$ cat src/hdl/sps_pkg.sv
// sps_pkg: shared constants and types of the streaming prime sieve
// no dependencies; used by sps_rem and streaming_prime_sieve_core

package sps_pkg;

   // default configuration of the sieve
   localparam int DEF_MAX_PRIMES  = 64;
   localparam int DEF_VALUE_WIDTH = 16;

   // fixed port widths of the item fields
   localparam int CANDIDATE_WIDTH = 16;
   localparam int INDEX_WIDTH     = 7;

   // status returned by the remainder unit
   typedef struct packed {
      logic done;  // one-cycle pulse, remainder ready
      logic zero;  // remainder is zero, valid with done
   } rem_status_type;

endpackage

$ cat src/hdl/sps_ram.sv
// sps_ram: generic single-write, single-read RAM with registered read data
// no package dependency

module sps_ram #(
   parameter int WIDTH = 16,
   parameter int DEPTH = 64
) (
   input  logic                                       clock,
   input  logic                                       wr_en,
   input  logic [((DEPTH > 1) ? $clog2(DEPTH) : 1)-1:0] wr_addr,
   input  logic [WIDTH-1:0]                           wr_data,
   input  logic                                       rd_en,
   input  logic [((DEPTH > 1) ? $clog2(DEPTH) : 1)-1:0] rd_addr,
   output logic [WIDTH-1:0]                           rd_data
);

   logic [WIDTH-1:0] mem_ff [DEPTH];
   logic [WIDTH-1:0] rd_data_ff;

   // write port and registered read port
   always_ff @(posedge clock) begin
      if (wr_en) begin
         mem_ff[wr_addr] <= wr_data;
      end
      if (rd_en) begin
         rd_data_ff <= mem_ff[rd_addr];
      end
   end

   assign rd_data = rd_data_ff;

endmodule

$ cat src/hdl/sps_rem.sv
// sps_rem: iterative restoring remainder unit, one dividend bit per cycle
// depends on sps_pkg for the status struct

module sps_rem #(
   parameter int VALUE_WIDTH = sps_pkg::DEF_VALUE_WIDTH
) (
   input  logic                    clock,
   input  logic                    reset,
   input  logic                    start,
   input  logic [VALUE_WIDTH-1:0]  dividend,
   input  logic [VALUE_WIDTH-1:0]  divisor,
   output sps_pkg::rem_status_type status
);

   localparam int CNTW = $clog2(VALUE_WIDTH);

   logic                   busy_ff, busy_in;
   logic                   done_ff, done_in;
   logic [CNTW-1:0]        cnt_ff, cnt_in;
   logic [VALUE_WIDTH-1:0] rem_ff, rem_in;
   logic [VALUE_WIDTH-1:0] dvd_ff, dvd_in;
   logic [VALUE_WIDTH-1:0] dsr_ff, dsr_in;
   logic [VALUE_WIDTH:0]   trial;
   logic [VALUE_WIDTH:0]   diff;

   // shift in next dividend bit, subtract divisor when it fits
   always_comb begin
      trial   = {rem_ff, dvd_ff[VALUE_WIDTH-1]};
      diff    = trial - {1'b0, dsr_ff};
      busy_in = busy_ff;
      done_in = 1'b0;
      cnt_in  = cnt_ff;
      rem_in  = rem_ff;
      dvd_in  = dvd_ff;
      dsr_in  = dsr_ff;
      if (start) begin
         busy_in = 1'b1;
         cnt_in  = '0;
         rem_in  = '0;
         dvd_in  = dividend;
         dsr_in  = divisor;
      end else if (busy_ff) begin
         rem_in = diff[VALUE_WIDTH] ? trial[VALUE_WIDTH-1:0] : diff[VALUE_WIDTH-1:0];
         dvd_in = {dvd_ff[VALUE_WIDTH-2:0], 1'b0};
         cnt_in = cnt_ff + CNTW'(1);
         if (cnt_ff == CNTW'(VALUE_WIDTH - 1)) begin
            busy_in = 1'b0;
            done_in = 1'b1;
         end
      end
   end

   // control state
   always_ff @(posedge clock) begin
      if (reset) begin
         busy_ff <= 1'b0;
         done_ff <= 1'b0;
      end else begin
         busy_ff <= busy_in;
         done_ff <= done_in;
      end
   end

   // datapath
   always_ff @(posedge clock) begin
      cnt_ff <= cnt_in;
      rem_ff <= rem_in;
      dvd_ff <= dvd_in;
      dsr_ff <= dsr_in;
   end

   assign status.done = done_ff;
   assign status.zero = (rem_ff == '0);

endmodule

$ cat src/hdl/streaming_prime_sieve_core.sv
// streaming_prime_sieve_core: incremental prime sieve over a candidate stream
// Each accepted candidate walks the stored primes in order: fetch, test, and a modulo
// for each entry not above the candidate; then emit, unless a divisor was found.
// One item at a time: a new candidate is accepted only after the last is finished.
// Reset: synchronous, clears the stored-prime count and the handshake state.
// Depends on sps_pkg, sps_ram, sps_rem.

module streaming_prime_sieve_core #(
   parameter int MAX_PRIMES  = sps_pkg::DEF_MAX_PRIMES,
   parameter int VALUE_WIDTH = sps_pkg::DEF_VALUE_WIDTH
) (
   input  logic                                clock,
   input  logic                                reset,
   input  logic                                req_valid,
   output logic                                req_ready,
   input  logic [sps_pkg::CANDIDATE_WIDTH-1:0] req_candidate,
   input  logic                                req_restart,
   output logic                                rsp_valid,
   input  logic                                rsp_ready,
   output logic [sps_pkg::CANDIDATE_WIDTH-1:0] rsp_prime_value,
   output logic [sps_pkg::INDEX_WIDTH-1:0]     rsp_prime_index,
   output logic                                rsp_table_full
);

   localparam int AW  = (MAX_PRIMES > 1) ? $clog2(MAX_PRIMES) : 1;
   localparam int CW  = $clog2(MAX_PRIMES + 1);
   localparam int VW  = VALUE_WIDTH;
   localparam int CDW = sps_pkg::CANDIDATE_WIDTH;
   localparam int IW  = sps_pkg::INDEX_WIDTH;

   typedef enum logic [2:0] {
      S_IDLE,
      S_FETCH,
      S_TEST,
      S_DIV,
      S_EMIT
   } state_type;

   state_type               state_ff, state_in;
   logic [VW-1:0]           value_ff, value_in;
   logic [CW-1:0]           idx_ff, idx_in;
   logic [CW-1:0]           count_ff, count_in;
   logic                    rsp_valid_ff, rsp_valid_in;
   logic [CDW-1:0]          rsp_value_ff, rsp_value_in;
   logic [IW-1:0]           rsp_index_ff, rsp_index_in;
   logic                    rsp_full_ff, rsp_full_in;

   logic [VW+CDW-1:0]       cand_pad;
   logic [VW-1:0]           cand_v;
   logic [VW+CDW-1:0]       value_pad;
   logic [CW+IW-1:0]        index_pad;
   logic                    table_full;

   logic                    wr_en;
   logic                    rd_en;
   logic [VW-1:0]           rd_data;
   logic                    rem_start;
   sps_pkg::rem_status_type rem_st;

   // prime table
   sps_ram #(
      .WIDTH (VW),
      .DEPTH (MAX_PRIMES)
   ) u_table (
      .clock   (clock),
      .wr_en   (wr_en),
      .wr_addr (count_ff[AW-1:0]),
      .wr_data (value_ff),
      .rd_en   (rd_en),
      .rd_addr (idx_ff[AW-1:0]),
      .rd_data (rd_data)
   );

   // shared modulo unit
   sps_rem #(
      .VALUE_WIDTH (VW)
   ) u_rem (
      .clock    (clock),
      .reset    (reset),
      .start    (rem_start),
      .dividend (value_ff),
      .divisor  (rd_data),
      .status   (rem_st)
   );

   // width adaption of candidate and result fields
   assign cand_pad   = {{VW{1'b0}}, req_candidate};
   assign cand_v     = cand_pad[VW-1:0];
   assign value_pad  = {{CDW{1'b0}}, value_ff};
   assign table_full = (count_ff == CW'(MAX_PRIMES));
   assign index_pad  = {{IW{1'b0}}, count_ff};

   // sequencer: walk stored primes, one modulo at a time
   always_comb begin
      state_in     = state_ff;
      value_in     = value_ff;
      idx_in       = idx_ff;
      count_in     = count_ff;
      rsp_valid_in = rsp_valid_ff && !rsp_ready;
      rsp_value_in = rsp_value_ff;
      rsp_index_in = rsp_index_ff;
      rsp_full_in  = rsp_full_ff;
      wr_en        = 1'b0;
      rd_en        = 1'b0;
      rem_start    = 1'b0;
      case (state_ff)
         S_IDLE: begin
            if (req_valid) begin
               value_in = cand_v;
               idx_in   = '0;
               if (req_restart) begin
                  count_in = '0;
               end
               if (cand_v >= VW'(2)) begin
                  state_in = S_FETCH;
               end
            end
         end
         S_FETCH: begin
            if (idx_ff == count_ff) begin
               state_in = S_EMIT;
            end else begin
               rd_en    = 1'b1;
               state_in = S_TEST;
            end
         end
         S_TEST: begin
            // entry above the candidate (or empty) cannot divide it
            if (rd_data == '0 || rd_data > value_ff) begin
               idx_in   = idx_ff + CW'(1);
               state_in = S_FETCH;
            end else begin
               rem_start = 1'b1;
               state_in  = S_DIV;
            end
         end
         S_DIV: begin
            if (rem_st.done) begin
               if (rem_st.zero) begin
                  state_in = S_IDLE;
               end else begin
                  idx_in   = idx_ff + CW'(1);
                  state_in = S_FETCH;
               end
            end
         end
         S_EMIT: begin
            if (!rsp_valid_ff || rsp_ready) begin
               rsp_valid_in = 1'b1;
               rsp_value_in = value_pad[CDW-1:0];
               rsp_full_in  = table_full;
               rsp_index_in = index_pad[IW-1:0];
               if (!table_full) begin
                  wr_en    = 1'b1;
                  count_in = count_ff + CW'(1);
               end
               state_in = S_IDLE;
            end
         end
         default: begin
            state_in = S_IDLE;
         end
      endcase
   end

   // state and registered outputs
   always_ff @(posedge clock) begin
      if (reset) begin
         state_ff     <= S_IDLE;
         count_ff     <= '0;
         rsp_valid_ff <= 1'b0;
      end else begin
         state_ff     <= state_in;
         count_ff     <= count_in;
         rsp_valid_ff <= rsp_valid_in;
      end
      value_ff     <= value_in;
      idx_ff       <= idx_in;
      rsp_value_ff <= rsp_value_in;
      rsp_index_ff <= rsp_index_in;
      rsp_full_ff  <= rsp_full_in;
   end

   assign req_ready       = (state_ff == S_IDLE);
   assign rsp_valid       = rsp_valid_ff;
   assign rsp_prime_value = rsp_value_ff;
   assign rsp_prime_index = rsp_index_ff;
   assign rsp_table_full  = rsp_full_ff;

   // checks
   a_count_bound: assert property (@(posedge clock) disable iff (reset)
      count_ff <= CW'(MAX_PRIMES))
      else $error("stored-prime count beyond table depth");

   a_emit_source: assert property (@(posedge clock) disable iff (reset)
      $rose(rsp_valid_ff) |-> $past(state_ff) == S_EMIT)
      else $error("result raised outside emit step");

   a_rem_start: assert property (@(posedge clock) disable iff (reset)
      rem_start |-> (state_ff == S_TEST) && (rd_data != '0) && (rd_data <= value_ff))
      else $error("modulo started with an unusable divisor");

endmodule
$ cat config.mk
export PLATFORM = sky130hd
export DESIGN_NAME = streaming_prime_sieve_core
export DESIGN_NICKNAME = d
export VERILOG_FILES = /design/src/hdl/sps_pkg.sv /design/src/hdl/sps_ram.sv /design/src/hdl/sps_rem.sv /design/src/hdl/streaming_prime_sieve_core.sv
export SDC_FILE = /design/constraint.sdc
export NUM_CORES = 1
export LEC_CHECK = 0
export BUFFER_PORTS_ARGS = -buffer_cell sky130_fd_sc_hd__buf_4
export CORE_ASPECT_RATIO = 0.75
export CORE_MARGIN = 2
export CORE_UTILIZATION = 45
export DETAILED_ROUTE_END_ITERATION = 10
export GPL_ROUTABILITY_DRIVEN = 0
export PLACE_DENSITY = 0.65
export SYNTH_ARGS = -nofsm -noshare
export SYNTH_HDL_FRONTEND = slang
export SYNTH_SLANG_ARGS = --single-unit
$ cat constraint.sdc
create_clock -name clock -period 4.58 [get_ports clock]
set_input_delay 0.916 -clock clock [delete_from_list [all_inputs] [get_ports clock]]
set_output_delay 0.916 -clock clock [all_outputs]
set_load 0.01 [all_outputs]
After elaboration in Yosys (flattened, before gate mapping)
Memories as Yosys holds them, arrays and structs flattened. A register that Yosys moved wholly into a read port is not among the register bits. Index checks and enable logic that the tools add are counted. Widths: inputs -> output; s select.

Register bits after elaboration: 112. RAM bits: 1024. Input port bits: 21. Output and inout bits: 26. Logic and storage cells: 90. Memories: 1.

Memory list: u_table.mem_ff (words 64, width 16, rd ports 1, clocked after memory_dff 1, wr ports 1, line sps_ram.sv:17) `logic [WIDTH-1:0] mem_ff [DEPTH];`.

$add $sub $neg: 4. $lt $le $gt $ge: 2. Equal/unequal tests: 15. Multiplexer cells: 36. Bitwise gates (word level): 1. Reduce and logical (&&, ||, !) cells: 17.

Operator list (count): $mux 7 (8); $mux 16 (3); $logic_not 16->1 (2); $pmux 7 s3 (1); $sub 17x16->17 (1); $ge 16x2->1 const B (1); $gt 16x16->1 (1); $mux 1 (16); $mux 3 (5); $pmux 3 s5 (1); $add 7x1->7 const B (2); $pmux 7 s2 (1); $ne 2x2->1 const B (5); $reduce_and 5->1 (2); $eq 7x7->1 (1); $eq 7x7->1 const B (1); $eq 3x2->1 const B (2); $ne 2x1->1 const B (3); $add 4x1->4 const B (1); $eq 4x4->1 const B (1); $reduce_and 2->1 (2); $reduce_and 4->1 (1); $reduce_bool 2->1 (2); $eq 3x1->1 const B (1); 9 further kinds (11).

Longest topological paths before layout
Gate-level depths: netlist (run 1).

Depth after elaboration: 6. Depth in mapped cells: 12. Mapped depth without buffers: 10.

Cells and area by module
A second synthesis (run 1) with hierarchy kept.

Cell total of the unflattened synthesis: 2328. Area total of the unflattened synthesis: 45902.8 sq um.

Modules (own cells, without submodules): sps_ram (times used 1, cells each 1829, area each 40202.3 sq um, sequential area each 31230.0 sq um); sps_rem (times used 1, cells each 282, area each 2990.4 sq um, sequential area each 1401.3 sq um); streaming_prime_sieve_core (times used 1, cells each 217, area each 2710.1 sq um, sequential area each 1631.6 sq um).

Least setup slack after synthesis (run 1)
Ideal clock, no wire load.

Path type: reg-to-reg. From: register value_ff[15]. To: register u_rem.dvd_ff[0] (enable). Setup time: 0.372 ns. Arrival time: 3.274 ns. Data required time: 4.208 ns. Path slack: 0.934 ns. Cell stages (with the launch flop): 10. Buffers on the path: 1. Period minus slack after synthesis: 3.646 ns. Cell sequence: edfxtp_1 -> inv_1 -> ha_1 -> nand4_1 -> or2_0 -> or3_1 -> nor2b_1 -> a221o_1 -> clkbuf_1 -> nand2_1.

Longest elaborated chain between the ends: 5.

Ends and longest elaborated chain: start: declaration (line streaming_prime_sieve_core.sv:40) `logic [VW-1:0] value_ff, value_in;`; start signal: assignment (line streaming_prime_sieve_core.sv:177) `value_ff <= value_in;`; $gt 16x16->1 (line streaming_prime_sieve_core.sv:129) `if (rd_data == '0 || rd_data > value_ff) begin`; $logic_or 1x1->1 (line streaming_prime_sieve_core.sv:129); $mux 1 (line streaming_prime_sieve_core.sv:129); $mux 1 (line streaming_prime_sieve_core.sv:106) `case (state_ff)`; $reduce_bool 2->1 (no source line); end signal: assignment (line sps_rem.sv:68) `dvd_ff <= dvd_in;`; end: declaration (line sps_rem.sv:21) `logic [VALUE_WIDTH-1:0] dvd_ff, dvd_in;`.

Every way passes these cells. A chain may end at the register's enable or synchronous reset.

Worst setup path after layout (run 1)
From: register u_table.rd_data_ff[14], in the netlist u_table.rd_data[14], read port of u_table.mem_ff. To: register idx_ff[6] (enable).

Longest elaborated chain between the ends: 4. Elaborated cells between the ends (all ways): 5. Those cells by class: order compare (1); eq/ne (1); reduce/logical (3).

Ends and longest elaborated chain: start: declaration (line sps_ram.sv:18) `logic [WIDTH-1:0] rd_data_ff;`; $gt 16x16->1 / $logic_not 16->1 (equally long branches) (line streaming_prime_sieve_core.sv:129); $logic_or 1x1->1 (*) (line streaming_prime_sieve_core.sv:129); $ne 2x2->1 (no source line) (*); $reduce_and 5->1 (no source line) (*); end signal: assignment (line streaming_prime_sieve_core.sv:178) `idx_ff <= idx_in;`; end: declaration (line streaming_prime_sieve_core.sv:41) `logic [CW-1:0] idx_ff, idx_in;`.

Mark *: on every way between the ends. The rest lies on a longest branch, timed or not.

==> results of run 1 <==
layout make-up:
| type | count | area (um^2) | area share |
|---|---|---|---|
| inverter | 44 | 165 | 0.00324 |
| clock inverter | 70 | 657 | 0.0129 |
| antenna | 1 | 2.50 | 0.0000491 |
| timing repair buffer | 150 | 1260 | 0.0248 |
| clock buffer | 125 | 2770 | 0.0542 |
| multi-input combinational | 757 | 10200 | 0.201 |
| tap | 1326 | 1660 | 0.0325 |
| sequential | 1152 | 34300 | 0.672 |
synth_stat cells (2+ instances only):
cell,count,share of area
nor2_1,109,0.0091
nand2_1,42,0.0035
buf_1,9,0.00075
inv_2,2,0.00017
a2bb2oi_1,3,0.00058
buf_6,2,0.00050
o21ai_1,6,0.00067
nor4_1,14,0.0019
inv_1,42,0.0035
nand2b_1,11,0.0015
a21oi_1,29,0.0032
a311oi_1,11,0.0021
xnor2_1,15,0.0029
a21o_1,12,0.0020
edfxtp_1,1119,0.74
nor2b_1,5,0.00069
buf_2,15,0.0017
nor3b_1,5,0.00083
ha_1,36,0.010
buf_4,15,0.0025
nor3_1,6,0.00067
or3_1,10,0.0014
and2_1,3,0.00042
o211ai_1,5,0.00083
mux2_1,15,0.0037
mux4_2,336,0.17
nand3_1,19,0.0021
mux2i_1,2,0.00044
and3_1,5,0.00069
a31oi_1,5,0.00069
dfxtp_1,33,0.015
o2111ai_1,2,0.00039
nand4_1,12,0.0017
clkbuf_1,62,0.0052
nand3b_1,3,0.00050
xor2_1,18,0.0035
o21ai_0,7,0.00078
a21boi_0,2,0.00033
registers in the layout (all words and copies together) (netlist names):
name,count
u_table.rd_data,16
u_rem.cnt_ff,4
rsp_prime_index,7
count_ff,7
idx_ff,7
rsp_prime_value,16
u_rem.done_ff,1
rsp_valid,1
u_rem.dvd_ff,16
value_ff,16
state_ff,3
u_rem.rem_ff,16
u_rem.dsr_ff,16
u_table.mem_ff,1024
u_rem.busy_ff,1
rsp_table_full,1
stage by stage:
step           cells  instance area [um^2]
2_1_floorplan   2056                 45100
3_3_place_gp    3429                 47600
3_5_place_dp    3429                 47600
4_1_cts         3624                 51000
5_1_grt         3624                 51000
6_report        3625                 51000
routing by layer:
metal,GRT usage,wire (um),up-vias
met2,0.296,46700,1125
met4,0.0421,1720,0
met3,0.0527,10900,126
li1,-,-,8899
met5,0,0,-
met1,0.322,45800,11700
cells by family after synthesis:
group / count (synthesis)
flip-flops: 1152
multiplexers: 353
AND/OR/NAND/NOR: 247
buffers and inverters: 147
AO/OA/AOI/OAI: 87
adder cells (fa/ha/maj): 37
XOR/XNOR: 33
placed cells by master (no fill, tap or decap), types with 5 or more instances in the layout:
master / netlist / layout
mux4_2: 336 / 336
inv_1: 42 / 42
nor2_1: 109 / 109
a311oi_1: 11 / 11
clkinv_1: 0 / 22
edfxtp_1: 1119 / 1119
buf_4: 15 / 139
nand3_1: 19 / 19
o21ai_0: 7 / 7
o211ai_1: 5 / 5
clkbuf_16: 0 / 107
nand2b_1: 11 / 11
a21oi_1: 29 / 29
nor2b_1: 5 / 5
xnor2_1: 15 / 15
a31oi_1: 5 / 5
nor3_1: 6 / 6
mux2_1: 15 / 15
or3_1: 10 / 10
xor2_1: 18 / 18
buf_12: 0 / 11
bufinv_16: 0 / 11
nand4_1: 12 / 12
dfxtp_1: 33 / 33
a21o_1: 12 / 12
and3_1: 5 / 5
nor3b_1: 5 / 5
o21ai_1: 6 / 6
clkbuf_1: 62 / 16
inv_6: 0 / 5
nand2_1: 42 / 42
clkinv_2: 0 / 22
ha_1: 36 / 36
clkinvlp_4: 0 / 7
nor4_1: 14 / 14
worst paths after layout:
check | from | to | slack (ns) | cells after the start
hold / removal | req_candidate[0] | value_ff[0]$_DFFE_PP_ | 0.40 | 1
setup / recovery | u_table.rd_data[14]$_DFFE_PP_ | idx_ff[6]$_SDFFCE_PN0P_ | 1.07 | 8
hold reg to reg | u_rem.cnt_ff[2]$_SDFFE_PN0P_ | u_rem.done_ff$_SDFF_PP0_ | 0.49 | 2
setup reg to reg | u_table.rd_data[14]$_DFFE_PP_ | idx_ff[6]$_SDFFCE_PN0P_ | 1.07 | 8
power breakdown:
group | internal [mW] | leakage (nW) | total, mW | switching (mW)
combinational | 3.75 | 4.06 | 8.54 | 4.79
sequential | 12.4 | 10.3 | 12.8 | 0.378
clock | 4.94 | 1.67 | 8.75 | 3.81
total | 21.1 | 16.1 | 30.1 | 8.98
==> summary.md, run 1 <==
| Metric | Value |
|---|---|
| # rows | `100` |
| Endpoint class of the critical path | `flop` |
| Buf+Inv Stages, Crit Path | `1` |
| #FFs+latches synth | `1152` |
| Via density | `6.02` |
| Buffers on Ports | `46` |
| Nets | `2268` |
| DR iter-0 viols | `2972` |
| Sequential area share after synthesis | `0.759` |
| Mux cell area share after synthesis | `0.172` |
| Unrepaired setup endpoints after global routing | `no` |
| Actual slew at the worst max-slew pin | `1.30 ns` |
| Compound-gate portion of the synthesized area | `0.0126` |
| Clk sink count | `1152` |
| Required time worst endpoint | `4.89 ns` |
| Hold_ws | `0.399 ns` |
| Syn avg cell area | `22.0 um^2` |
| Crit start category | `flop` |
| Clk Tree Root Cell | `clkbuf_16` |
| Hold Buf Count CTS | `0` |
| Antenna viol nets, final | `0` |
| Worst Hold Class | `input port to flop` |
| TritonCTS clock tree | `done` |
| Layout area overhead | `13.0%` |
| Simple-Gate Fraction of Synth Area | `0.0255` |
| Die Area | `103000 um^2` |
| Post-CTS Setup Repair Bufs | `0` |
| Post-CTS resize count | `0` |
| Post-Route Setup TNS | `0 ns` |
| DP Wirelength | `61.4 mm` |
| Min Clock Period, post-route | `3.51 ns` |
| Chip width | `370 um` |
| Post-synth ARST share | `0` |
| FILL cells | `7676` |
| Residual DRC | `0` |
| CTS buffer count | `105` |
| Antenna violations before repair | `7` |
| Initial core utilization | `0.454` |
| Fmax achieved | `285 MHz` |
| Synthesis warning total | `0` |
| Core footprint | `99300 um^2` |
| Status | `finished, final reports clean` |
| Clock latency on the worst-skew pair | `0.69 ns` |
| Layout cells sized above 1 | `0.281` |
| Pins Over Slew Limit | `0` |
| Post-synth EDFFs | `1119` |
| Setup Crit Path Kind | `flop to flop` |
| Rel. slew slack | `0.124` |
| Post-synthesis xor/xnor area fraction | `0.00640` |
| Period utilization | `0.766` |
| Final WL | `105 mm` |
| Final setup viols | `0` |
| Arr. time, crit path | `3.82 ns` |
| First-pass GRT wire length | `152 mm` |
| Routed wire per std cell | `29.0 um` |
| Post-synth top flop | `edfxtp_1` |
| Vias in the first global route | `21300` |
| GR Overflow Total | `0` |
| Pre-CTS WS | `1.14 ns` |
| Bufs on Longest Clock Path | `3` |
| Syn_nets | `2114` |
| Largest delay share family, worst path | `simple AND/OR/NAND/NOR gates` |
| Critical-path maximum fanout | `20` |
| Tot GR Track Use | `0.207` |
| Worst-path cell chain | `ha_1 > nand4_1 > or2_0 > or3_1 > nor2b_1 > a221o_1 > inv_2 > nor3b_1` |
| Reg clk slew, reported paths | `0.07 ns` |
| Synth unique cells | `47` |
| Pin count of the biggest net entering global routing | `88` |
| LEAKAGE | `16.1 nW` |
| Final worst setup slack | `1.07 ns` |
| Max_cap viols | `0` |
| Final Hold Viols | `0` |
| Post-Syn Instances | `2056` |
| Die height | `278 um` |
| Final Power | `30.1 mW` |
| H-Tree Level Count | `3` |
| CP max stage cell | `nor3b_1` |
| Post-layout util | `0.513` |
| Largest family of logic cells by synthesized area | `multiplexers` |
| Worst Skew | `0.0250 ns` |
| Cell area power density | `590 nW/um^2` |
| Adder-cell share of the synthesized area | `0.0104` |
| Max rail drop VDD | `0.000519 V` |
| I/O Pins | `47` |
| Pre-antenna DRT Iters | `7` |
| Critical Path Max Stage Delay | `0.89 ns` |
| Post-Syn Area | `45100 um^2` |
| Via count of the routed design | `21800` |
Note: power is estimated with default switching activity, not from simulation.
==> run 2, diff against run 1 <==
--- a/config.mk
+++ b/config.mk
@@ -11,7 +11,7 @@
 export CORE_UTILIZATION = 45
 export DETAILED_ROUTE_END_ITERATION = 10
 export GPL_ROUTABILITY_DRIVEN = 0
-export PLACE_DENSITY = 0.65
+export PLACE_DENSITY = 0.67
 export SYNTH_ARGS = -nofsm -noshare
 export SYNTH_HDL_FRONTEND = slang
 export SYNTH_SLANG_ARGS = --single-unit
==> constraint.sdc (replaced) <==
create_clock -name clock -period 3 [get_ports clock]
set_input_delay 0.6 -clock clock [delete_from_list [all_inputs] [get_ports clock]]
set_output_delay 0.6 -clock clock [all_outputs]
set_load 0.01 [all_outputs]
==> run 2 against run 1 <==
Die area unchanged. Via count rose by 0.68%. Core utilization up 0.52 points. Clock-buffer cell count down 3. First-iteration DRC count decreased by 5.1%. Largest power group unchanged. Highest routed layer is now met5.
==> summary.md, run 2 (same netlist as run 1, synthesis figures left out) <==
| Metric | Value |
|---|---|
| Status | `finished, final reports clean` |
| Die Area | `103000 um^2 (unchanged)` |
| LEAKAGE | `16.3 nW (+1.7%)` |
| Post-DP Area | `48200 um^2 (+1.4%)` |
| Pin count of the biggest net entering global routing | `69 (-22%)` |
| Max rail drop VDD | `0.000638 V (+23%)` |
| Endpoint class of the critical path | `flop` |
| Worst Hold Class | `input port to flop` |
| Comb power frac | `0.298 (+0.014)` |
| Routed wire per std cell | `29.2 um (+0.58%)` |
| Hold_ws | `0.0895 ns (-0.309 ns)` |
| Nets | `2310 (+1.9%)` |
| DP Wirelength | `62.4 mm (+1.7%)` |
| TritonCTS clock tree | `done` |
| Rel. slew slack | `0.343 (+0.219)` |
| Most common cell after layout, fill and taps aside | `edfxtp_1` |
| Critical-path maximum fanout | `14 (-30%)` |
| Die height | `278 um (unchanged)` |
| Post-Place Cells | `3469 (+1.2%)` |
| Final Power | `45.9 mW (+53%)` |
| Pins Over Slew Limit | `0 (unchanged)` |
| Switch share | `0.296 (-0.00231)` |
| Actual slew at the worst max-slew pin | `0.971 ns (-0.333 ns)` |
| DR iter-0 viols | `2821 (-5.1%)` |
| Antenna viol nets, final | `0 (unchanged)` |
| Clk pwr share | `0.277 (-0.014)` |
| GR Overflow Total | `0 (unchanged)` |
| Antenna Cells | `0 (-1)` |
| Setup Crit Path Kind | `flop to flop` |
| Biggest register | `u_table.mem_ff` |
| Required time worst endpoint | `3.41 ns (-1.48 ns)` |
| Initial core utilization | `0.454 (unchanged)` |
| Clk Tree Root Cell | `clkbuf_16` |
| Vias in the first global route | `22100 (+3.6%)` |
| Final Hold Viols | `0 (unchanged)` |
| Non-filler cells, final | `3658 (+0.91%)` |
| FILL cells | `7625 (-0.66%)` |
| CTS buffer count | `103 (-1.9%)` |
| Cell area power density | `891 nW/um^2 (+51%)` |
| Fmax achieved | `340 MHz (+19%)` |
| Antenna violations before repair | `6 (-1)` |
| Bufs on Longest Clock Path | `3 (unchanged)` |
| Reg power frac | `0.425 (about the same)` |
| Clock latency on the worst-skew pair | `0.70 ns (about the same)` |
| H-Tree Level Count | `3 (unchanged)` |
| Internal power | `32.3 mW (+53%)` |
| Via count of the routed design | `22000 (+0.68%)` |
| Reg clk slew, reported paths | `0.07 ns (about the same)` |
| Buffers on Ports | `46 (unchanged)` |
| I/O Pins | `47 (unchanged)` |
| Chip width | `370 um (unchanged)` |
| Final setup viols | `0 (unchanged)` |
| Max_cap viols | `0 (unchanged)` |
| Layout cells sized above 1 | `0.295 (+0.0139)` |
| Crit start category | `flop` |
| # rows | `100 (unchanged)` |
| Layout area overhead | `14.2%` |
| Period utilization | `0.981 (+0.215)` |
| Core footprint | `99300 um^2 (unchanged)` |
| Min Clock Period, post-route | `2.94 ns (-0.564 ns)` |
| Arr. time, crit path | `3.35 ns (-0.47 ns)` |
| Fin area | `51500 um^2 (+1.0%)` |
| Post-Route Setup TNS | `0 ns (unchanged)` |
| Residual DRC | `0 (unchanged)` |
| Unrepaired setup endpoints after global routing | `no` |
| Max FFs per register | `1024 (unchanged)` |
| Via density | `6.01 (-0.23%)` |
| Clk sink count | `1152 (unchanged)` |
| First-pass GRT wire length | `155 mm (+2.1%)` |
| Final WL | `107 mm (+1.5%)` |
| Tot GR Track Use | `0.210 (+0.00359)` |
| Net Switching | `13.6 mW (+51%)` |
| Worst Skew | `0.0273 ns (+0.00235 ns)` |
| Most frequent cells in the layout | `edfxtp_1, mux4_2, buf_4` |
| Pre-antenna DRT Iters | `8 (+1)` |
-- run 2: changes by cell type in the layout (fill, tap and decap cells not counted), moves of 5 or more --
| cell | before | now |
|---|---|---|
| buf_12 | 11 | 31 |
| clkinv_1 | 22 | 30 |
| clkinvlp_4 | 7 | 2 |
| mux2_1 | 15 | 6 |
| buf_4 | 139 | 157 |
| mux2_4 | 0 | 9 |
-- run 2: cell type report --
| type | instances | area [um^2] | area share |
|---|---|---|---|
| Sequential cell | 1152 | 34300 | 0.665 |
| Multi-Input combinational cell | 757 | 10300 | 0.200 |
| Clock buffer | 122 | 2690 | 0.0522 |
| Timing Repair Buffer | 194 | 1930 | 0.0375 |
| Tap cell | 1326 | 1660 | 0.0322 |
| Clock inverter | 63 | 498 | 0.00966 |
| Inverter | 44 | 173 | 0.00335 |
-- run 2: power by group through the flow --
stage	combinational, mW	sequential [mW]	clock [mW]
detailed placement	13.5	19.8	0
floorplan	8.66	19.9	0
CTS	13.6	19.5	12.9
global placement	13.2	19.8	0
global route	14.5	19.5	13.5
finish	13.7	19.5	12.7
-- run 2: repair_timing --
item,in CTS,in global routing
pin swaps,0,1
cloned,1,1
buffers inserted,1,1
resized for setup,1,6
hold buffers,0,0
setup endpoints to repair,4,21
endpoints found under the hold margin,0,0
-- run 2: layer usage --
metal	up-vias	routed length [um]	track usage
li1	8985	-	-
met1	11700	44600	0.313
met2	1149	48600	0.309
met3	139	11100	0.0542
met4	2	2380	0.0564
met5	-	13	0
-- run 2: through the flow --
step / util / setup slack [ns]
2_1_floorplan: - / -0.291
3_3_place_gp: 0.486 / -0.0796
3_5_place_dp: 0.486 / -0.102
4_1_cts: 0.518 / 0.0145
5_1_grt: 0.519 / 0.00815
6_report: 0.519 / 0.0561
-- run 2: path summary, 6_finish.rpt --
path / cells past startpoint / slack [ns] / startpoint / end
min: 1 / 0.09 / req_candidate[0] / value_ff[0]$_DFFE_PP_
min reg2reg: 2 / 0.49 / u_rem.cnt_ff[3]$_SDFFE_PN0P_ / u_rem.done_ff$_SDFF_PP0_
max reg2reg: 6 / 0.06 / idx_ff[0]$_SDFFCE_PN0P_ / u_table.rd_data[15]$_DFFE_PP_
max: 6 / 0.06 / idx_ff[0]$_SDFFCE_PN0P_ / u_table.rd_data[15]$_DFFE_PP_
-- run 2: critical path: stages, from the launching register on --
cell and delay, ns:
edfxtp_1 0.43, buf_12 0.22, buf_16 0.20, buf_4 0.17, mux4_2 0.48, mux4_2 0.48, mux4_2 0.60
